===== src/rtl/core/lhu_pkg.sv =====
`timescale 1ns / 1ps
// ----------------------------------------------------------------------------
// Luminance histogram package
// Widths, constants and transfer types shared by the histogram modules.
// ----------------------------------------------------------------------------
package lhu_pkg;

  localparam int COUNT_BITS     = 21;
  localparam int OUT_COUNT_BITS = 21;
  localparam int NUM_BINS       = 256;
  localparam int BIN_BITS       = $clog2(NUM_BINS);
  localparam int PIX_BITS       = 8;
  localparam int SUM_BITS       = 15;
  localparam int RECIP_BITS     = 15;
  localparam int RECIP_SHIFT    = 21;
  localparam int PROD_BITS      = SUM_BITS + RECIP_BITS;
  localparam int FIFO_DEPTH     = 2;
  localparam int FIFO_PTR_BITS  = $clog2(FIFO_DEPTH);
  localparam int FIFO_CNT_BITS  = $clog2(FIFO_DEPTH + 1);
  localparam int MAX_IN_FLIGHT  = 6;
  localparam int PEND_BITS      = $clog2(MAX_IN_FLIGHT + 1);

  typedef logic [COUNT_BITS-1:0]     count_t;
  typedef logic [OUT_COUNT_BITS-1:0] out_count_t;
  typedef logic [BIN_BITS-1:0]       bin_t;
  typedef logic [PIX_BITS-1:0]       pix_t;
  typedef logic [SUM_BITS-1:0]       sum_t;
  typedef logic [PROD_BITS-1:0]      prod_t;
  typedef logic [PEND_BITS-1:0]      pend_t;

  localparam logic CMD_ACCUM = 1'b0;
  localparam logic CMD_READ  = 1'b1;

  localparam count_t COUNT_MAX = '1;

  // floor(x / 100) = (x * ceil(2^21 / 100)) >> 21, exact for x <= 25500
  localparam sum_t W_RED     = sum_t'(30);
  localparam sum_t W_GREEN   = sum_t'(59);
  localparam sum_t W_BLUE    = sum_t'(11);
  localparam prod_t RECIP_100 = prod_t'(20972);

  typedef struct packed {
    logic command;
    pix_t red;
    pix_t green;
    pix_t blue;
    bin_t bin_index;
  } hist_in_t;

  typedef struct packed {
    bin_t       luminance;
    out_count_t bin_count;
  } hist_out_t;

  typedef struct packed {
    logic is_read;
    bin_t bin;
  } hist_op_t;

endpackage


===== src/rtl/core/lhu_front.sv =====
`timescale 1ns / 1ps
// ----------------------------------------------------------------------------
// Luminance histogram front end
// Two-stage pipeline: weighted RGB sum, then divide by 100 into a bin index (reads pass bin_index).
// ----------------------------------------------------------------------------
module lhu_front (
  input  logic              clk,
  input  logic              rst_n,
  input  logic              in_valid,
  output logic              in_ready,
  input  lhu_pkg::hist_in_t in_data,
  output logic              op_valid,
  input  logic              op_ready,
  output lhu_pkg::hist_op_t op
);

  logic              a_valid_r;
  logic              a_read_r;
  lhu_pkg::sum_t     a_sum_r;
  lhu_pkg::bin_t     a_idx_r;
  lhu_pkg::sum_t     a_sum_nxt;
  logic              a_ready;

  logic              b_valid_r;
  lhu_pkg::hist_op_t b_op_r;
  lhu_pkg::prod_t    b_prod;
  lhu_pkg::bin_t     b_bin_nxt;
  logic              b_ready;

  assign b_ready  = !b_valid_r || op_ready;
  assign a_ready  = !a_valid_r || b_ready;
  assign in_ready = a_ready;
  assign op_valid = b_valid_r;
  assign op       = b_op_r;

  always_comb begin
    a_sum_nxt = lhu_pkg::sum_t'(in_data.red)   * lhu_pkg::W_RED
              + lhu_pkg::sum_t'(in_data.green) * lhu_pkg::W_GREEN
              + lhu_pkg::sum_t'(in_data.blue)  * lhu_pkg::W_BLUE;
  end

  always_comb begin
    b_prod    = lhu_pkg::prod_t'(a_sum_r) * lhu_pkg::RECIP_100;
    b_bin_nxt = a_read_r ? a_idx_r : b_prod[lhu_pkg::RECIP_SHIFT +: lhu_pkg::BIN_BITS];
  end

  always_ff @(posedge clk) begin
    if (!rst_n) begin
      a_valid_r <= 1'b0;
      b_valid_r <= 1'b0;
    end else begin
      if (a_ready) begin
        a_valid_r <= in_valid;
      end
      if (b_ready) begin
        b_valid_r <= a_valid_r;
      end
    end
  end

  always_ff @(posedge clk) begin
    if (a_ready && in_valid) begin
      a_read_r <= (in_data.command == lhu_pkg::CMD_READ);
      a_sum_r  <= a_sum_nxt;
      a_idx_r  <= in_data.bin_index;
    end
    if (b_ready && a_valid_r) begin
      b_op_r.is_read <= a_read_r;
      b_op_r.bin     <= b_bin_nxt;
    end
  end

endmodule


===== config.mk =====
export PLATFORM = sky130hd
export DESIGN_NAME = lhu_front
export DESIGN_NICKNAME = d
export VERILOG_FILES = /design/src/rtl/core/lhu_pkg.sv /design/src/rtl/core/lhu_front.sv
export SDC_FILE = /design/constraint.sdc
export NUM_CORES = 1
export LEC_CHECK = 0
export BUFFER_PORTS_ARGS = -buffer_cell sky130_fd_sc_hd__buf_2
export CORE_MARGIN = 4
export CORE_UTILIZATION = 60
export DETAILED_ROUTE_END_ITERATION = 16
export HOLD_SLACK_MARGIN = 0.02
export PLACE_DENSITY = 0.85
export SYNTH_ARGS = -nofsm -noshare
export SYNTH_HDL_FRONTEND = slang
export SYNTH_SLANG_ARGS = --single-unit

===== constraint.sdc =====
create_clock -name clk -period 12.3 [get_ports clk]
set_input_delay 1.845 -clock clk [delete_from_list [all_inputs] [get_ports clk]]
set_output_delay 1.845 -clock clk [all_outputs]
set_load 0.05 [all_outputs]

Yosys cells after proc, flatten, opt, wreduce, memory -nomap -nowiden. Index checks and enable logic that the tools add are counted.

Register bits: 35. Input bits: 37. Output and inout port bits: 11. Word-level logic and storage cells: 20.

$add $sub $neg: 2. $mul: 4. Mux-type cells: 1. Reductions and logical operators: 6.

Operators by type and width (number): multiplier 15 x 13 -> 27 bit, second input constant (1); multiplier 8 x 4 -> 12 bit, second input constant (2); adder 13 x 14 -> 15 bit (1); adder 15 x 12 -> 15 bit (1); multiplier 8 x 6 -> 14 bit, second input constant (1); 2-to-1 mux 8 bit (1); logical AND 1 bit (2); logical NOT 1 bit (2); logical OR 1 bit (2).

Longest topological paths before layout. Gate-level depths: netlist (run 1).

Depth in word-level cells: 4. Mapped depth: 22. Mapped depth without buffers: 22.

Worst setup path after synthesis (run 1). OpenSTA, ideal clock, no wires.

Path type: input to register. Start: input in_data[24] (netlist bit). End: register a_sum_r[14] (data pin). Library setup time: 0.262 ns. Arrival: 6.504 ns. Data required time: 12.038 ns. Setup slack: 5.534 ns. Stages: 19. Path buffers: 0. Path through: fa_1 fa_1 inv_1 fa_1 nor2b_1 o21ai_0 a21boi_0 nor2_1 fa_1 inv_1 fa_1 fa_1 inv_1 ha_1 a21o_1 a31o_2 a41oi_1 a21oi_1 xor2_1.

Longest elaborated chain between the ends: 3.

RTL lines: start, declared (RTL line lhu_front.sv:11) `input lhu_pkg::hist_in_t in_data,`; multiplier 8 x 4 -> 12 bit (RTL line lhu_front.sv:37) `a_sum_nxt = lhu_pkg::sum_t'(in_data.red) * lhu_pkg::W_RED`; adder 13 x 14 -> 15 bit (RTL line lhu_front.sv:38) `+ lhu_pkg::sum_t'(in_data.green) * lhu_pkg::W_GREEN`; adder 15 x 12 -> 15 bit (RTL line lhu_front.sv:39) `+ lhu_pkg::sum_t'(in_data.blue) * lhu_pkg::W_BLUE;`; via a_sum_nxt[14] (RTL line lhu_front.sv:21) `lhu_pkg::sum_t a_sum_nxt;`; end signal, assigned (RTL line lhu_front.sv:64) `a_sum_r <= a_sum_nxt;`; end, declared (RTL line lhu_front.sv:19) `lhu_pkg::sum_t a_sum_r;`.

The timed path passes the listed nets, and every way through them passes these cells. A chain may end at the register's enable or synchronous reset.

Worst setup path after layout (run 1). Ends and elaborated chain as after synthesis.

==> results of run 1 <==
-- cells in the mapped netlist --
cell        n  area share
inv_1     236        0.12
ha_1      161        0.27
fa_1      132        0.35
edfxtp_1   33        0.13
a21oi_1    21       0.014
nand2_1    21       0.011
xnor2_1    16       0.019
o21ai_0    13      0.0087
xor2_1      9       0.011
a21o_1      8      0.0080
nor2_1      8      0.0040
nor3_1      8      0.0053
nor2b_1     7      0.0058
nand3_1     6      0.0040
o21a_1      5      0.0050
o31ai_1     4      0.0040
nand2b_1    3      0.0025
a41oi_1     2      0.0023
and2_1      2      0.0017
clkbuf_1    2      0.0010
dfxtp_1     2      0.0053
nand4_1     2      0.0017
o211ai_1    2      0.0020
a21boi_0    1      0.0010
a221oi_2    1      0.0020
a31o_2      1      0.0012
a31oi_1     1     0.00083
and3_1      1     0.00083
and4_1      1      0.0012
mux2i_1     1      0.0013
nor4_1      1     0.00083
o21bai_1    1      0.0010
o22ai_1     1     0.00083
o41a_1      1      0.0015
or2_2       1     0.00083
or3_1       1     0.00083
-- routing by layer --
layer | wire, um | global-route usage | up-vias
met3 | 500 | 0.0184 | 35
met2 | 7820 | 0.408 | 100
met1 | 5670 | 0.255 | 2427
met5 | 0 | 0 | -
li1 | - | - | 2323
met4 | 487 | 0.0895 | 0
-- sequential cells by signal, summed over array words and instances (netlist names) --
register   count
a_valid_r      1
op_valid       1
op             9
a_idx_r        8
a_sum_r       15
a_read_r       1
-- how the worst max path moves through the flow --
stage	from	to	cells after the start
detailed placement	in_data[27]	a_sum_r[14]$_DFFE_PP_	23
CTS	in_data[24]	a_sum_r[14]$_DFFE_PP_	18
global route	in_data[27]	a_sum_r[14]$_DFFE_PP_	23
floorplan	in_data[24]	a_sum_r[14]$_DFFE_PP_	19
finish	in_data[24]	a_sum_r[14]$_DFFE_PP_	18
global placement	in_data[24]	a_sum_r[14]$_DFFE_PP_	20
-- through the flow --
| step | utilization | hold WS [ps] | instance area, sq um |
|---|---|---|---|
| after floorplan | - | 424 | 7500 |
| after global placement | 0.656 | 491 | 7940 |
| after detailed placement | 0.656 | 507 | 7940 |
| after CTS | 0.668 | 522 | 8100 |
| after global routing | 0.668 | 554 | 8100 |
| final | 0.668 | 524 | 8100 |
-- cells by family (layout without fill, tap and decap cells) --
logic type / count (synthesis) / in the layout
buf+inv: 238 / 291
xor+xnor: 25 / 25
fa+ha+maj: 293 / 293
mux: 1 / 1
simple gates: 62 / 62
flops: 35 / 35
compound gates: 62 / 62
-- worst register-to-register path, cell delays in order (launching register included) --
cell and delay (ps):
edfxtp_1 540, ha_1 380, inv_1 70, fa_1 540, inv_1 90, fa_1 500
inv_1 50, fa_1 460, fa_1 540, inv_1 40, ha_1 180, a21oi_1 140
o21ai_0 120, a221oi_2 390, a21oi_1 180, o21a_1 270, o41a_1 410, xnor2_1 170
o21ai_0 80
-- layout make-up --
class | count | area [sq um] | area share
clock inverter | 2 | 16.3 | 0.00201
inverter | 236 | 886 | 0.109
tap | 168 | 210 | 0.0260
timing repair buffer | 47 | 235 | 0.0291
multi-input combinational | 443 | 5580 | 0.689
sequential | 35 | 1030 | 0.127
clock buffer | 6 | 139 | 0.0172
==> results.cfg, run 1 <==
[detailed_routing]
wl_per_cell_um = 15.5
drt.antenna.violating_nets = 0
wl_mm = 14.5
initialDrtViolationCount = 167
first_pass_iters = 4
drc = 0
vias_per_cell = 5.21
routed-via-count = 4885

[synth]
synth_fa_ha_area_frac = 0.621
synthMuxAreaShare = 0.00133
syn_area_sq_mm = 0.00750
syn_inst = 716
synth_top_family_by_area = adder cells
synth_compound_area_frac = 0.0524
ys_types = 36
synth_area_per_cell_sq_um = 10.5
synthXorXnorAreaFrac = 0.0292
synth-seq-cells = 35
yosysSeqAreaShare = 0.137
yosys_warnings = 0
synthSimpleGateAreaFrac = 0.0400
syn-num-nets = 1046

[setup_path]
path_cells = buf_2, fa_1, fa_1, inv_1, fa_1, inv_1, fa_1, fa_1, fa_1, ha_1, nor2b_1, o21ai_0, nand2b_1, a21o_1, a31o_2, a41oi_1, a21oi_1, xor2_1
reg2reg_from = a_sum_r[8]$_DFFE_PP_
path_max_fanout = 3
critPathTopFamily = adder cells
timing.rr.end = op[6]$_DFFE_PP_
reg2reg_depth = 18
cp-end-kind = register
arrival_ps = 6990
crit_top_cell = fa_1
cp_num_buf_inv = 3
crit_type = in2reg
cp_data_required_time_ps = 12340
slowest_stage = fa_1
start_kind = input port
critPathMaxStageDelay_ps = 550
r2r_slack_ps = 6890

[global_route]
antenna_found_initial = 0
overflow = 0
grt_max_degree = 25
grt_usage = 0.217
grt_pass1_wl_mm = 25.0
grt_pass1_vias = 5588

[min_path]
hold_start = a_idx_r[5]$_DFFE_PP_
whs_path_depth = 2
holdCritPathClass = reg2reg
holdPathEnd = op[5]$_DFFE_PP_

[clock_network]
cts_tree = yes
clk_pin_slew_worst_paths_ps = 60
postCtsSetupBuffers = 0
clock_latency_ps = 290
numCtsBuffers = 5
cts_hold_buffers = 0
htreeDepth = 2
clockBufferDepth = 2
cts_num_sinks = 35
cts_resized = 0
clock-root-buffer = clkbuf_16

[timing]
slew_headroom = 0.268
maxSlewViolCount = 0
finalCritPeriodShare = 0.565
setup_viol = 0
finClkSkew_ps = 10.4
fin_crit_ps = 6960
tightestPinTransition_ps = 1100
rsz0062_at_grt = no
fin_ws_ps = 5340
fmax_mhz = 144
hold_viol = 0
tns_ps = 0

[floorplanning]
dieArea_sq_mm = 0.0144
die_y_um = 120
start_util = 0.620
die_x_um = 120
row_count = 40
ios = 48
coreArea_sq_mm = 0.0121

[placement]
io_buffers = 47
post-place-ws_ps = 5070
hpwl_mm = 12.6
gp_congestion = 0.855
place_inst = 929

[layout]
drive_above_1_share = 0.0754
diodes = 0
layout_common_cells = inv_1 (236), ha_1 (161), fa_1 (132)
fillCellCount = 901
final_nets = 1098
syn2layout_area_growth_pct = 7.90
layout_commonest_cell = inv_1
finalNonFillerCells = 937

[run_status]
outcome = completed

[job]
maxCapViolations = 0
Power of run 1 is not shown: default switching activity piles up to over one toggle a cycle in this logic, so the estimate is an artifact.
==> run 2: changes to the inputs <==
--- a/config.mk
+++ b/config.mk
@@ -7,10 +7,10 @@
 export LEC_CHECK = 0
 export BUFFER_PORTS_ARGS = -buffer_cell sky130_fd_sc_hd__buf_2
 export CORE_MARGIN = 4
-export CORE_UTILIZATION = 60
+export CORE_UTILIZATION = 58
 export DETAILED_ROUTE_END_ITERATION = 16
 export HOLD_SLACK_MARGIN = 0.02
-export PLACE_DENSITY = 0.85
+export PLACE_DENSITY = 0.86
 export SYNTH_ARGS = -nofsm -noshare
 export SYNTH_HDL_FRONTEND = slang
 export SYNTH_SLANG_ARGS = --single-unit
==> constraint.sdc (replaced) <==
create_clock -name clk -period 5.9 [get_ports clk]
set_input_delay 0.885 -clock clk [delete_from_list [all_inputs] [get_ports clk]]
set_output_delay 0.885 -clock clk [all_outputs]
set_load 0.05 [all_outputs]
==> run 2 against run 1 <==
  * Die area up 3.2%
  * Setup slack got worse by 5200 ps
  * Hold slack better by 3.2 ps
  * Final cell count grew 3.2%
  * Core utilization decreased by 0.33 points
  * Count of clock-buffer cells in the layout down 1
  * Critical path type unchanged
  * Highest routed layer unchanged
==> results.cfg, run 2 (synthesis results as in run 1) <==
[placement]
gp_congestion = 0.863
hpwl_mm = 12.4
place_inst = 957
io_buffers = 47

[timing]
setup_viol = 0
fmax_mhz = 173
maxSlewViolCount = 0
hold_viol = 0
finalCritPeriodShare = 0.981
finClkSkew_ps = 10.4
tightestPinTransition_ps = 1110
slew_headroom = 0.258
fin_crit_ps = 5790

[detailed_routing]
drt.antenna.violating_nets = 0
wl_mm = 15.1
wl_per_cell_um = 15.6
drc = 0
initialDrtViolationCount = 268
first_pass_iters = 4
vias_per_cell = 5.16
routed-via-count = 4991

[layout]
regMostFlops = a_sum_r
syn2layout_area_growth_pct = 11.9
postLayoutCoreUtil = 0.665
final_nets = 1124
finalNonFillerCells = 967
fillCellCount = 937
diodes = 0
drive_above_1_share = 0.118
layout_commonest_cell = inv_1
largest_register_ffs = 15
layout_common_cells = inv_1 (236), ha_1 (159), fa_1 (132)

[job]
maxCapViolations = 0

[floorplanning]
die_x_um = 122
ios = 48
dieArea_sq_mm = 0.0148
coreArea_sq_mm = 0.0126
row_count = 41
start_util = 0.595
die_y_um = 122

[min_path]
holdCritPathClass = reg2reg
whs_path_depth = 2

[clock_network]
numCtsBuffers = 5
cts_tree = yes
clock_latency_ps = 290
clk_pin_slew_worst_paths_ps = 60
clockBufferDepth = 2
cts_num_sinks = 35
htreeDepth = 2
cts_hold_buffers = 0
clock-root-buffer = clkbuf_16

[setup_path]
arrival_ps = 5820
cp-end-kind = register
worstSetupEndpoint = a_sum_r[14]$_DFFE_PP_
path_max_fanout = 3
crit_type = in2reg
timing.rr.end = op[6]$_DFFE_PP_
cp_data_required_time_ps = 5930
reg2reg_depth = 16
reg2reg_from = a_sum_r[9]$_DFFE_PP_
startpoint = in_data[26]
r2r_slack_ps = 550
start_kind = input port

[global_route]
grt_pass1_wl_mm = 25.7
grt_pass1_vias = 5737
antenna_found_initial = 0
grt_max_degree = 25
overflow = 0
grt_usage = 0.220

[run_status]
outcome = completed
run 2: cell types whose count changed in the layout (fill, tap and decap cells not counted), sizes merged:
cell,previous run,this run
buf,47,73
bufinv,0,1
clkbuf,6,5
clkinvlp,1,0
inv,236,237
run 2: what timing repair did:
action,CTS,global route
setup buffers,0,2
hold endpoints to repair,0,0
endpoints found under the setup margin,0,5
gates resized for setup,0,16
run 2: metal layers:
layer / vias to the layer above / part of all wire / track usage
met5: - / 0 / 0
met4: 0 / 0.032 / 0.0805
met3: 34 / 0.020 / 0.0167
met2: 94 / 0.55 / 0.414
met1: 2492 / 0.39 / 0.261
li1: 2371 / - / -
run 2: worst min path at each step:
stage,start,slack [ps],end
6_report,a_idx_r[1]$_DFFE_PP_,530,op[1]$_DFFE_PP_
3_5_place_dp,a_valid_r$_SDFFE_PN0N_,510,op_valid$_SDFFE_PN0P_
3_3_place_gp,a_valid_r$_SDFFE_PN0N_,490,op_valid$_SDFFE_PN0P_
2_1_floorplan,a_read_r$_DFFE_PP_,420,op[8]$_DFFE_PP_
4_1_cts,a_idx_r[1]$_DFFE_PP_,530,op[1]$_DFFE_PP_
5_1_grt,a_idx_r[1]$_DFFE_PP_,550,op[1]$_DFFE_PP_
run 2: area by class of cell:
class                      instances  area (sq um)  share of cell area
clock inverter                     3          47.5             0.00566
timing repair buffer              73           430              0.0513
inverter                         236           886               0.106
clock buffer                       5           125              0.0149
sequential                        35          1030               0.123
multi-input combinational        443          5660               0.674
tap                              172           215              0.0256
run 2: critical path, cell delays in order:
cell and delay (ps):
buf_2 120, fa_1 520, fa_1 580, inv_1 60, fa_1 550, inv_1 60
fa_1 500, fa_1 440, fa_1 500, ha_1 330, nor2b_1 140, o21ai_1 130
nand2b_1 90, a21o_1 190, a31o_2 280, a41oi_2 190, a21oi_2 90, xor2_1 150
run 2: per-stage QoR:
stage	setup TNS, ps	setup slack (ps)	area [sq um]	hold WS [ps]
2_1_floorplan	0	94.0	7500	424
3_3_place_gp	-451	-145	8130	490
3_5_place_dp	-791	-225	8130	513
4_1_cts	0	28.3	8300	528
5_1_grt	-330	-115	8390	545
6_report	0	114	8390	528
Power of run 2 is left out for the same reason.
