**config.mk**
```make
export PLATFORM = sky130hd
export DESIGN_NAME = lhu_fifo
export DESIGN_NICKNAME = d
export VERILOG_FILES = /design/src/rtl/core/lhu_pkg.sv /design/src/rtl/core/lhu_fifo.sv
export SDC_FILE = /design/constraint.sdc
export NUM_CORES = 1
export LEC_CHECK = 0
export BUFFER_PORTS_ARGS = -buffer_cell sky130_fd_sc_hd__buf_4
export CELL_PAD_IN_SITES_DETAIL_PLACEMENT = 0
export CELL_PAD_IN_SITES_GLOBAL_PLACEMENT = 1
export CORE_MARGIN = 8
export CORE_UTILIZATION = 43
export CTS_BUF_LIST = sky130_fd_sc_hd__clkbuf_8
export CTS_CLUSTER_SIZE = 30
export DETAILED_ROUTE_END_ITERATION = 8
export PLACE_DENSITY_LB_ADDON = 0.1
export RECOVER_POWER = 50
export SYNTH_ARGS = -nofsm -noshare
export SYNTH_HDL_FRONTEND = slang
export SYNTH_SLANG_ARGS = --single-unit
```
**constraint.sdc**
```tcl
create_clock -name clk -period 1.5 [get_ports clk]
set_input_delay 0.225 -clock clk [delete_from_list [all_inputs] [get_ports clk]]
set_output_delay 0.225 -clock clk [all_outputs]
set_load 0.005 [all_outputs]
```
**src/rtl/core/lhu_pkg.sv**
```systemverilog
`timescale 1ns / 1ps
// ----------------------------------------------------------------------------
// Luminance histogram package
// Widths, constants and transfer types shared by the histogram modules.
// ----------------------------------------------------------------------------
package lhu_pkg;

  localparam int COUNT_BITS     = 21;
  localparam int OUT_COUNT_BITS = 21;
  localparam int NUM_BINS       = 256;
  localparam int BIN_BITS       = $clog2(NUM_BINS);
  localparam int PIX_BITS       = 8;
  localparam int SUM_BITS       = 15;
  localparam int RECIP_BITS     = 15;
  localparam int RECIP_SHIFT    = 21;
  localparam int PROD_BITS      = SUM_BITS + RECIP_BITS;
  localparam int FIFO_DEPTH     = 2;
  localparam int FIFO_PTR_BITS  = $clog2(FIFO_DEPTH);
  localparam int FIFO_CNT_BITS  = $clog2(FIFO_DEPTH + 1);
  localparam int MAX_IN_FLIGHT  = 6;
  localparam int PEND_BITS      = $clog2(MAX_IN_FLIGHT + 1);

  typedef logic [COUNT_BITS-1:0]     count_t;
  typedef logic [OUT_COUNT_BITS-1:0] out_count_t;
  typedef logic [BIN_BITS-1:0]       bin_t;
  typedef logic [PIX_BITS-1:0]       pix_t;
  typedef logic [SUM_BITS-1:0]       sum_t;
  typedef logic [PROD_BITS-1:0]      prod_t;
  typedef logic [PEND_BITS-1:0]      pend_t;

  localparam logic CMD_ACCUM = 1'b0;
  localparam logic CMD_READ  = 1'b1;

  localparam count_t COUNT_MAX = '1;

  // floor(x / 100) = (x * ceil(2^21 / 100)) >> 21, exact for x <= 25500
  localparam sum_t W_RED     = sum_t'(30);
  localparam sum_t W_GREEN   = sum_t'(59);
  localparam sum_t W_BLUE    = sum_t'(11);
  localparam prod_t RECIP_100 = prod_t'(20972);

  typedef struct packed {
    logic command;
    pix_t red;
    pix_t green;
    pix_t blue;
    bin_t bin_index;
  } hist_in_t;

  typedef struct packed {
    bin_t       luminance;
    out_count_t bin_count;
  } hist_out_t;

  typedef struct packed {
    logic is_read;
    bin_t bin;
  } hist_op_t;

endpackage

```
**src/rtl/core/lhu_fifo.sv**
```systemverilog
`timescale 1ns / 1ps
// ----------------------------------------------------------------------------
// Luminance histogram operation queue
// Small register FIFO that decouples the front end from the count store.
// ----------------------------------------------------------------------------
module lhu_fifo (
  input  logic              clk,
  input  logic              rst_n,
  input  logic              in_valid,
  output logic              in_ready,
  input  lhu_pkg::hist_op_t in_op,
  output logic              out_valid,
  input  logic              out_ready,
  output lhu_pkg::hist_op_t out_op
);

  lhu_pkg::hist_op_t                     slot_r [lhu_pkg::FIFO_DEPTH];
  logic [lhu_pkg::FIFO_PTR_BITS-1:0]     wr_ptr_r;
  logic [lhu_pkg::FIFO_PTR_BITS-1:0]     rd_ptr_r;
  logic [lhu_pkg::FIFO_CNT_BITS-1:0]     cnt_r;
  logic [lhu_pkg::FIFO_CNT_BITS-1:0]     cnt_nxt;
  logic                                  push;
  logic                                  pop;

  assign in_ready  = (cnt_r != lhu_pkg::FIFO_CNT_BITS'(lhu_pkg::FIFO_DEPTH));
  assign out_valid = (cnt_r != '0);
  assign out_op    = slot_r[rd_ptr_r];
  assign push      = in_valid && in_ready;
  assign pop       = out_valid && out_ready;

  always_comb begin
    cnt_nxt = cnt_r + lhu_pkg::FIFO_CNT_BITS'(push) - lhu_pkg::FIFO_CNT_BITS'(pop);
  end

  always_ff @(posedge clk) begin
    if (!rst_n) begin
      wr_ptr_r <= '0;
      rd_ptr_r <= '0;
      cnt_r    <= '0;
    end else begin
      if (push) begin
        wr_ptr_r <= wr_ptr_r + 1'b1;
      end
      if (pop) begin
        rd_ptr_r <= rd_ptr_r + 1'b1;
      end
      cnt_r <= cnt_nxt;
    end
  end

  always_ff @(posedge clk) begin
    if (push) begin
      slot_r[wr_ptr_r] <= in_op;
    end
  end

endmodule

```
* Word level (Yosys, flattened, before mapping) *
Memory sizes are Yosys's and may differ from the RTL's. A register that Yosys moved wholly into a read port is not among the register bits.
Cells that the tools add are included.

word-level totals
  register bits = 4
  RAM bits = 18
  input port bits = 13
  memories kept = 1

memories
  name    words  bits a word  rd ports  clocked after memory_dff  wr ports  line            text
  slot_r  2      9            1         1                         1         lhu_fifo.sv:17  lhu_pkg::hist_op_t slot_r [lhu_pkg::FIFO_DEPTH];

cells by class
  add/subtract/negate cells = 4
  eq/ne operators = 1
  mux-type cells = 4
  reduce and logical (&&, ||, !) cells = 3

operators by type and width
  kind                                           number
  2-to-1 mux 1 bit                               4
  adder 1 bit (second input constant)            2
  adder 2 x 1 -> 2 bit                           1
  logical AND 1 bit                              2
  inequality test 2 bit (second input constant)  1
  nonzero test 2 bit                             1
  subtractor 2 x 1 -> 2 bit                      1

* Longest topological paths before layout *
Gate-level depths: netlist (run 1).

  depth after elaboration = 4
  mapped depth = 6
  mapped depth without buffers = 6

* Least setup slack after synthesis (run 1) *
Ideal clock, no wire load.

  path kind = reg2reg
  from = register cnt_r[0] (netlist bit)
  to = register cnt_r[0] (netlist bit)
  setup time = 115 ps
  arrival = 1165 ps
  required time = 1385 ps
  path slack = 220 ps
  cell stages (with the launch flop) = 6
  path buffers = 0
  clock period less this slack = 1280 ps
  cell sequence = dfxtp_1 > or2_1 > o21ai_0 > nor2_1 > ha_1 > and2_1

RTL lines
  item                        line            text
  start, declared             lhu_fifo.sv:20  logic [lhu_pkg::FIFO_CNT_BITS-1:0] cnt_r;
  start signal, assigned      lhu_fifo.sv:47  cnt_r <= cnt_nxt;
  nonzero test 2 bit          lhu_fifo.sv:26  assign out_valid = (cnt_r != '0);
  named net out_valid         lhu_fifo.sv:12  output logic out_valid,
  logical AND 1 bit           lhu_fifo.sv:29  assign pop = out_valid && out_ready;
  subtractor 2 x 1 -> 2 bit   lhu_fifo.sv:32  cnt_nxt = cnt_r + lhu_pkg::FIFO_CNT_BITS'(push) - lhu_pkg::FIFO_CNT_BITS'(pop);
  named net cnt_nxt, one bit  lhu_fifo.sv:21  logic [lhu_pkg::FIFO_CNT_BITS-1:0] cnt_nxt;

The timed path passes the listed nets, and every way through them passes these cells.
A chain may end at the register's enable or synchronous reset.

==> run_summary.xml, run 1 <==
<?xml version="1.0" encoding="UTF-8"?>
<metrics>
  <group name="die">
    <metric name="dieArea" unit="um^2">3870</metric>
    <metric name="start_util" unit="%">46.3</metric>
    <metric name="pin_count" unit="">24</metric>
    <metric name="count_of_standard_cell_rows" unit="">16</metric>
    <metric name="die-height" unit="um">62.2</metric>
    <metric name="fp.coreArea" unit="um^2">1980</metric>
    <metric name="die_width" unit="um">62.2</metric>
  </group>
  <group name="worst_setup_path">
    <metric name="worst_path_max_fanout" unit="">9</metric>
    <metric name="worst_r2r_path_depth" unit="">2</metric>
    <metric name="endpoint_class_of_the_critical_path" unit="">output pin</metric>
    <metric name="timing_worst_setup_path_type" unit="">reg2out</metric>
    <metric name="worst-r2r-setup-slack" unit="ps">100</metric>
    <metric name="critical_path.startpoint_type" unit="">register</metric>
    <metric name="critical_path_arrival" unit="ps">1200</metric>
    <metric name="worst_ep_required_time" unit="ps">1270</metric>
  </group>
  <group name="drt">
    <metric name="drt-total-wl" unit="mm">1.38</metric>
    <metric name="post_drt_wl_per_cell" unit="um">12.5</metric>
    <metric name="firstDrtPassIters" unit="">4</metric>
    <metric name="drt_antenna_net_count" unit="">0</metric>
    <metric name="vias_per_cell" unit="">4.65</metric>
    <metric name="drc" unit="">0</metric>
    <metric name="num_vias" unit="">512</metric>
    <metric name="drt_first_iter_violations" unit="">7</metric>
  </group>
  <group name="synth">
    <metric name="ys.flop_type" unit="">edfxtp_1</metric>
    <metric name="ys_top_cells_by_area" unit="">edfxtp_1 59%, mux2_2 11%, dfxtp_1 11%</metric>
    <metric name="async_reset_ff_share" unit="%">0</metric>
    <metric name="post_synth_num_cell_types" unit="">23</metric>
    <metric name="yosys-top-cells-count" unit="">18 x edfxtp_1, 9 x mux2_2, 5 x dfxtp_1</metric>
    <metric name="post-synth-top-count-cell" unit="">edfxtp_1</metric>
    <metric name="mappedNetlistArea" unit="um^2">917</metric>
    <metric name="number_of_synthesized_register_bits" unit="">23</metric>
    <metric name="yosysTopAreaCellShare" unit="%">58.9</metric>
    <metric name="mean_post_synth_cell_area" unit="um^2">16.1</metric>
    <metric name="synth-edff-count" unit="">18</metric>
    <metric name="yosysWarningCount" unit="">0</metric>
    <metric name="ys_seq_area_share" unit="%">69.8</metric>
    <metric name="netlist_instances" unit="">57</metric>
    <metric name="yosys.area.top_type" unit="">edfxtp_1</metric>
    <metric name="synth.net_count" unit="">71</metric>
  </group>
  <group name="grt">
    <metric name="grt_overflow" unit="">0</metric>
    <metric name="grt_pass1_wl" unit="mm">2.44</metric>
    <metric name="grt_pass1_vias" unit="">551</metric>
    <metric name="antenna_found_initial" unit="">0</metric>
    <metric name="grt_start_max_net_pins" unit="">13</metric>
    <metric name="track_usage" unit="%">7.54</metric>
  </group>
  <group name="flow_run">
    <metric name="timing.max_cap.violations" unit="">0</metric>
  </group>
  <group name="power">
    <metric name="vdd_ir_drop_max" unit="V">0.000744</metric>
    <metric name="clockPowerShare" unit="%">22.4</metric>
    <metric name="swShare" unit="%">24.1</metric>
    <metric name="p_leak" unit="uW">0.000437</metric>
    <metric name="seq_power_share" unit="%">53.4</metric>
    <metric name="switching_power" unit="uW">381</metric>
    <metric name="comb_power_share" unit="%">24.2</metric>
    <metric name="pwr_density_cell" unit="nW/um^2">1370</metric>
    <metric name="p_int" unit="uW">1200</metric>
  </group>
  <group name="layout">
    <metric name="design.final.nets" unit="">98</metric>
    <metric name="final_core_utilization" unit="%">58.3</metric>
    <metric name="area.growth.synth_to_final" unit="%">26.1</metric>
    <metric name="fillers" unit="">164</metric>
    <metric name="post-route-cell-area" unit="um^2">1160</metric>
    <metric name="antenna_cells" unit="">0</metric>
    <metric name="proportion_of_layout_cells_with_a_drive_suffix_above_1" unit="%">44.6</metric>
  </group>
  <group name="timing">
    <metric name="timing.final.crit_share" unit="%">94.9</metric>
    <metric name="finalSetupViolations" unit="">0</metric>
    <metric name="final.setup.tns" unit="ps">0</metric>
    <metric name="hold_violations" unit="">0</metric>
    <metric name="timing.slew.headroom" unit="%">71.6</metric>
    <metric name="post-route-min-period" unit="ps">1420</metric>
    <metric name="fmax" unit="MHz">703</metric>
    <metric name="worst_slew_pin_slew" unit="ps">426</metric>
    <metric name="fin_worst_hold_slack" unit="ps">172</metric>
    <metric name="grt_setup_unrepaired" unit="">false</metric>
    <metric name="timing_max_transition_violations_final" unit="">0</metric>
    <metric name="worst_clock_skew" unit="ps">3.82</metric>
  </group>
  <group name="place">
    <metric name="finalWeightedCongestion" unit="">0.686</metric>
    <metric name="dp_hpwl" unit="mm">1.07</metric>
    <metric name="placement.cell_area" unit="um^2">1120</metric>
    <metric name="io_buffers" unit="">23</metric>
  </group>
  <group name="outcome">
    <metric name="outcome" unit="">finished clean</metric>
  </group>
  <group name="clock_tree">
    <metric name="number_of_resized_instances_in_the_post_cts_repair_step" unit="">1</metric>
    <metric name="max-clock-path-buffers" unit="">2</metric>
    <metric name="clock_insertion_delay_worst_skew" unit="ps">250</metric>
    <metric name="cts.sinks" unit="">23</metric>
    <metric name="cts-buffers-inserted" unit="">3</metric>
    <metric name="clkTransAtPathRegs" unit="ps">80</metric>
    <metric name="cts.hold.buffers_added" unit="">0</metric>
    <metric name="cts_tree" unit="">built</metric>
    <metric name="clock_tree.htree_level_count" unit="">1</metric>
    <metric name="cts_root_buffer" unit="">clkbuf_8</metric>
    <metric name="post-cts-setup-buffer-count" unit="">0</metric>
  </group>
  <group name="worst_hold_path">
    <metric name="holdCritPathClass" unit="">in2reg</metric>
    <metric name="hold_depth" unit="">1</metric>
  </group>
</metrics>
## routing by layer
layer | global-route usage (%) | part of all wire (%)
met1 | 8.57 | 42
met2 | 12.8 | 52
met3 | 3.05 | 5.5
met4 | 1.75 | 0
met5 | 0 | 0
## path summary, 6_finish.rpt
check                                            from                     end
worst max-delay path                         register               out_op[1]
worst min-delay path                         in_op[8]  slot_r[1][8]$_DFFE_PP_
worst max register to register    cnt_r[0]$_SDFF_PN0_  slot_r[1][4]$_DFFE_PP_
worst min register to register  wr_ptr_r$_SDFFE_PN0P_   wr_ptr_r$_SDFFE_PN0P_
## metrics by stage
step | power [uW] | std cells | setup slack [ps]
CTS | 1610 | 110 | 48.9
global route | 1670 | 110 | 15.8
finish | 1580 | 110 | 76.8
floorplan | 1070 | 57 | 220
detailed placement | 1260 | 106 | 126
global placement | 1250 | 106 | 146
## layout by cell type, fill, tap and decap left out, drive strengths merged
cell type,instances
edfxtp,18
buf,13
clkbuf,13
mux2,9
dfxtp,5
and2,3
nand2b,3
nand3,2
o21ai,2
inv,2
nand2,2
or2,1
a21oi,1
nor2,1
nand3b,1
xnor2,1
and3,1
a21bo,1
a21boi,1
o311ai,1
mux2i,1
ha,1
## layout make-up
type	instances	area, um^2	area share [%]
tap	27	33.8	2.92
clock buffer	3	41.3	3.57
clock inverter	1	3.75	0.325
multi-input combinational	32	267	23.1
inverter	1	3.75	0.325
sequential	23	642	55.5
timing repair buffer	23	165	14.3
## cells by family (layout without fill, tap and decap cells)
family | count (synthesis) | in the layout | synth area share [%]
adder cells (fa/ha/maj) | 1 | 1 | 1.36
buffers and inverters | 2 | 28 | 0.954
AND/OR/NAND/NOR | 14 | 14 | 9.01
flip-flops | 23 | 23 | 69.9
multiplexers | 10 | 10 | 12.1
AO/OA/AOI/OAI | 6 | 6 | 5.73
XOR/XNOR | 1 | 1 | 0.955
## flip-flops by register name (all words and copies together), names as in the netlist, named ones only
| name | flops |
|---|---|
| wr_ptr_r | 1 |
| rd_ptr_r | 1 |
| slot_r | 18 |
| cnt_r | 2 |
## power by group through the flow
stage                     Sequential [uW]  Combinational (uW)  Clock (uW)
after detailed placement              860                 397           0
final                                 845                 384         355
after floorplan                       826                 244           0
after global routing                  859                 422         394
after CTS                             848                 398         368
after global placement                856                 397           0
## worst max-delay path: stages (launching register included)
cell	delay (ps)
dfxtp_2	450
mux2_2	360
buf_4	130
No activity file was read; power rests on OpenSTA's default activity.
==> run 2: changes to the inputs <==
--- a/config.mk
+++ b/config.mk
@@ -8,12 +8,13 @@
 export BUFFER_PORTS_ARGS = -buffer_cell sky130_fd_sc_hd__buf_4
 export CELL_PAD_IN_SITES_DETAIL_PLACEMENT = 0
 export CELL_PAD_IN_SITES_GLOBAL_PLACEMENT = 1
+export CORE_ASPECT_RATIO = 0.75
 export CORE_MARGIN = 8
 export CORE_UTILIZATION = 43
 export CTS_BUF_LIST = sky130_fd_sc_hd__clkbuf_8
 export CTS_CLUSTER_SIZE = 30
 export DETAILED_ROUTE_END_ITERATION = 8
-export PLACE_DENSITY_LB_ADDON = 0.1
+export PLACE_DENSITY = 0.8
 export RECOVER_POWER = 50
 export SYNTH_ARGS = -nofsm -noshare
 export SYNTH_HDL_FRONTEND = slang
==> run_summary.xml, run 2 (synthesized netlist as in run 1, its figures left out) <==
<?xml version="1.0" encoding="UTF-8"?>
<metrics>
  <group name="outcome">
    <metric name="outcome" unit="">finished clean</metric>
  </group>
  <group name="die">
    <metric name="dieArea" unit="um^2">3880</metric>
    <metric name="pin_count" unit="">24</metric>
    <metric name="die_width" unit="um">69.3</metric>
    <metric name="fp.coreArea" unit="um^2">2010</metric>
    <metric name="count_of_standard_cell_rows" unit="">14</metric>
    <metric name="start_util" unit="%">45.5</metric>
    <metric name="die-height" unit="um">56.0</metric>
  </group>
  <group name="place">
    <metric name="finalWeightedCongestion" unit="">0.765</metric>
    <metric name="dp_hpwl" unit="mm">1.18</metric>
    <metric name="pre_cts_setup_slack" unit="ps">139</metric>
    <metric name="io_buffers" unit="">23</metric>
  </group>
  <group name="timing">
    <metric name="hold_violations" unit="">0</metric>
    <metric name="timing.final.crit_share" unit="%">93.5</metric>
    <metric name="setup_ws" unit="ps">97.7</metric>
    <metric name="post-route-min-period" unit="ps">1400</metric>
    <metric name="worst_slew_pin_slew" unit="ps">349</metric>
    <metric name="timing.slew.headroom" unit="%">76.7</metric>
    <metric name="grt_setup_unrepaired" unit="">false</metric>
    <metric name="fmax" unit="MHz">713</metric>
    <metric name="timing_max_transition_violations_final" unit="">0</metric>
    <metric name="final.setup.tns" unit="ps">0</metric>
    <metric name="finalSetupViolations" unit="">0</metric>
    <metric name="worst_clock_skew" unit="ps">2.67</metric>
  </group>
  <group name="drt">
    <metric name="drt_first_iter_violations" unit="">14</metric>
    <metric name="vias_per_cell" unit="">4.88</metric>
    <metric name="num_vias" unit="">522</metric>
    <metric name="top_layer_used" unit="">met4</metric>
    <metric name="firstDrtPassIters" unit="">4</metric>
    <metric name="drt-total-wl" unit="mm">1.56</metric>
    <metric name="post_drt_wl_per_cell" unit="um">14.6</metric>
    <metric name="drt_antenna_net_count" unit="">0</metric>
    <metric name="met2_wirelength" unit="um">741</metric>
    <metric name="routed-wl-met3" unit="um">102</metric>
    <metric name="drc" unit="">0</metric>
    <metric name="wl_met1" unit="um">688</metric>
  </group>
  <group name="flow_run">
    <metric name="timing.max_cap.violations" unit="">0</metric>
  </group>
  <group name="layout">
    <metric name="antenna_cells" unit="">0</metric>
    <metric name="fillers" unit="">173</metric>
    <metric name="top_register" unit="">slot_r</metric>
    <metric name="largest_reg_flops" unit="">18</metric>
    <metric name="largestRegisters" unit="">slot_r x18, cnt_r x2</metric>
    <metric name="final_cell_mix" unit="">18 x edfxtp_1, 13 x buf_4, 9 x mux2_2</metric>
    <metric name="area.growth.synth_to_final" unit="%">25.4</metric>
    <metric name="mostFrequentLayoutCell" unit="">edfxtp_1</metric>
    <metric name="proportion_of_layout_cells_with_a_drive_suffix_above_1" unit="%">44.6</metric>
    <metric name="design.final.nets" unit="">98</metric>
  </group>
  <group name="worst_setup_path">
    <metric name="critical_path.startpoint_type" unit="">register</metric>
    <metric name="endpoint_class_of_the_critical_path" unit="">output pin</metric>
    <metric name="worst-r2r-setup-slack" unit="ps">140</metric>
    <metric name="worst_ep_required_time" unit="ps">1270</metric>
    <metric name="critical_path_arrival" unit="ps">1180</metric>
    <metric name="worst_path_max_fanout" unit="">9</metric>
    <metric name="critical-path-max-stage-delay" unit="ps">420</metric>
    <metric name="timing_worst_setup_path_type" unit="">reg2out</metric>
    <metric name="cpMaxStageDelayCell" unit="">dfxtp_4</metric>
    <metric name="cp_cell_sequence" unit="">mux2_2, buf_4</metric>
    <metric name="worstReg2RegStart" unit="">cnt_r[1]$_SDFF_PN0_</metric>
  </group>
  <group name="clock_tree">
    <metric name="cts-buffers-inserted" unit="">3</metric>
    <metric name="clock_tree.htree_level_count" unit="">1</metric>
    <metric name="post-cts-setup-buffer-count" unit="">0</metric>
    <metric name="max-clock-path-buffers" unit="">2</metric>
    <metric name="cts_root_buffer" unit="">clkbuf_8</metric>
    <metric name="clkTransAtPathRegs" unit="ps">80</metric>
    <metric name="cts.sinks" unit="">23</metric>
    <metric name="clock_insertion_delay_worst_skew" unit="ps">260</metric>
    <metric name="cts_tree" unit="">built</metric>
  </group>
  <group name="power">
    <metric name="total_power" unit="uW">1600</metric>
    <metric name="p_leak" unit="uW">0.000429</metric>
    <metric name="pwr_density_cell" unit="nW/um^2">1390</metric>
    <metric name="seq_power_share" unit="%">53.0</metric>
    <metric name="swShare" unit="%">24.9</metric>
    <metric name="comb_power_share" unit="%">23.8</metric>
    <metric name="p_int" unit="uW">1200</metric>
    <metric name="clockPowerShare" unit="%">23.2</metric>
    <metric name="switching_power" unit="uW">398</metric>
    <metric name="vdd_ir_drop_max" unit="V">0.000891</metric>
  </group>
  <group name="grt">
    <metric name="grt_overflow" unit="">0</metric>
    <metric name="track_usage" unit="%">8.96</metric>
    <metric name="antenna_found_initial" unit="">0</metric>
    <metric name="grt_start_max_net_pins" unit="">14</metric>
    <metric name="grt_pass1_vias" unit="">564</metric>
    <metric name="grt_pass1_wl" unit="mm">2.75</metric>
  </group>
  <group name="worst_hold_path">
    <metric name="holdCritPathClass" unit="">in2reg</metric>
    <metric name="hold_path.startpoint" unit="">in_op[0]</metric>
  </group>
</metrics>
run 2: power groups by stage:
stage	clock network [uW]	registers, uW	logic, uW
2_1_floorplan	0	826	244
3_3_place_gp	0	860	396
3_5_place_dp	0	861	400
4_1_cts	386	849	402
5_1_grt	419	865	421
6_report	371	850	381
run 2: path summary, 6_finish.rpt:
path                                          endpoint  cells after the start
worst min register to register   wr_ptr_r$_SDFFE_PN0P_                      2
worst max-delay path                         out_op[4]                      2
worst min-delay path            slot_r[1][0]$_DFFE_PP_                      1
worst max register to register     cnt_r[1]$_SDFF_PN0_                      6
run 2: critical path: cells and delay by family (launching register included):
kind,cells,cell delay [ps]
mux,1,360
flops,1,420
buf+inv,1,140
run 2: what timing repair did:
action                     CTS  global route
setup endpoints to repair    9             2
hold buffers                 0             0
gates resized for setup      1             1
run 2: area by class of cell:
class / count / area (um^2) / area share, %
multi-input cells: 32 / 268 / 23.3
inverters: 1 / 3.75 / 0.326
clock inverters: 1 / 5.00 / 0.435
repair buffers: 23 / 158 / 13.7
flip-flops and latches: 23 / 644 / 56.0
clock buffers: 3 / 41.3 / 3.59
well taps: 24 / 30.0 / 2.61
run 2: routing by layer:
metal	global-route usage, %	vias to the layer above
met5	0	-
met4	5.25	0
met3	4.81	2
met2	13.3	15
met1	9.97	243
li1	-	262
run 2: stage by stage:
stage | instance area [um^2] | hold slack [ps] | std cells | utilization, %
6_report | 1150 | 169 | 107 | 57.1
3_3_place_gp | 1110 | 415 | 103 | 55.3
5_1_grt | 1150 | 150 | 107 | 57.1
3_5_place_dp | 1110 | 413 | 103 | 55.3
4_1_cts | 1160 | 136 | 107 | 57.7
2_1_floorplan | 917 | 324 | 57 | -
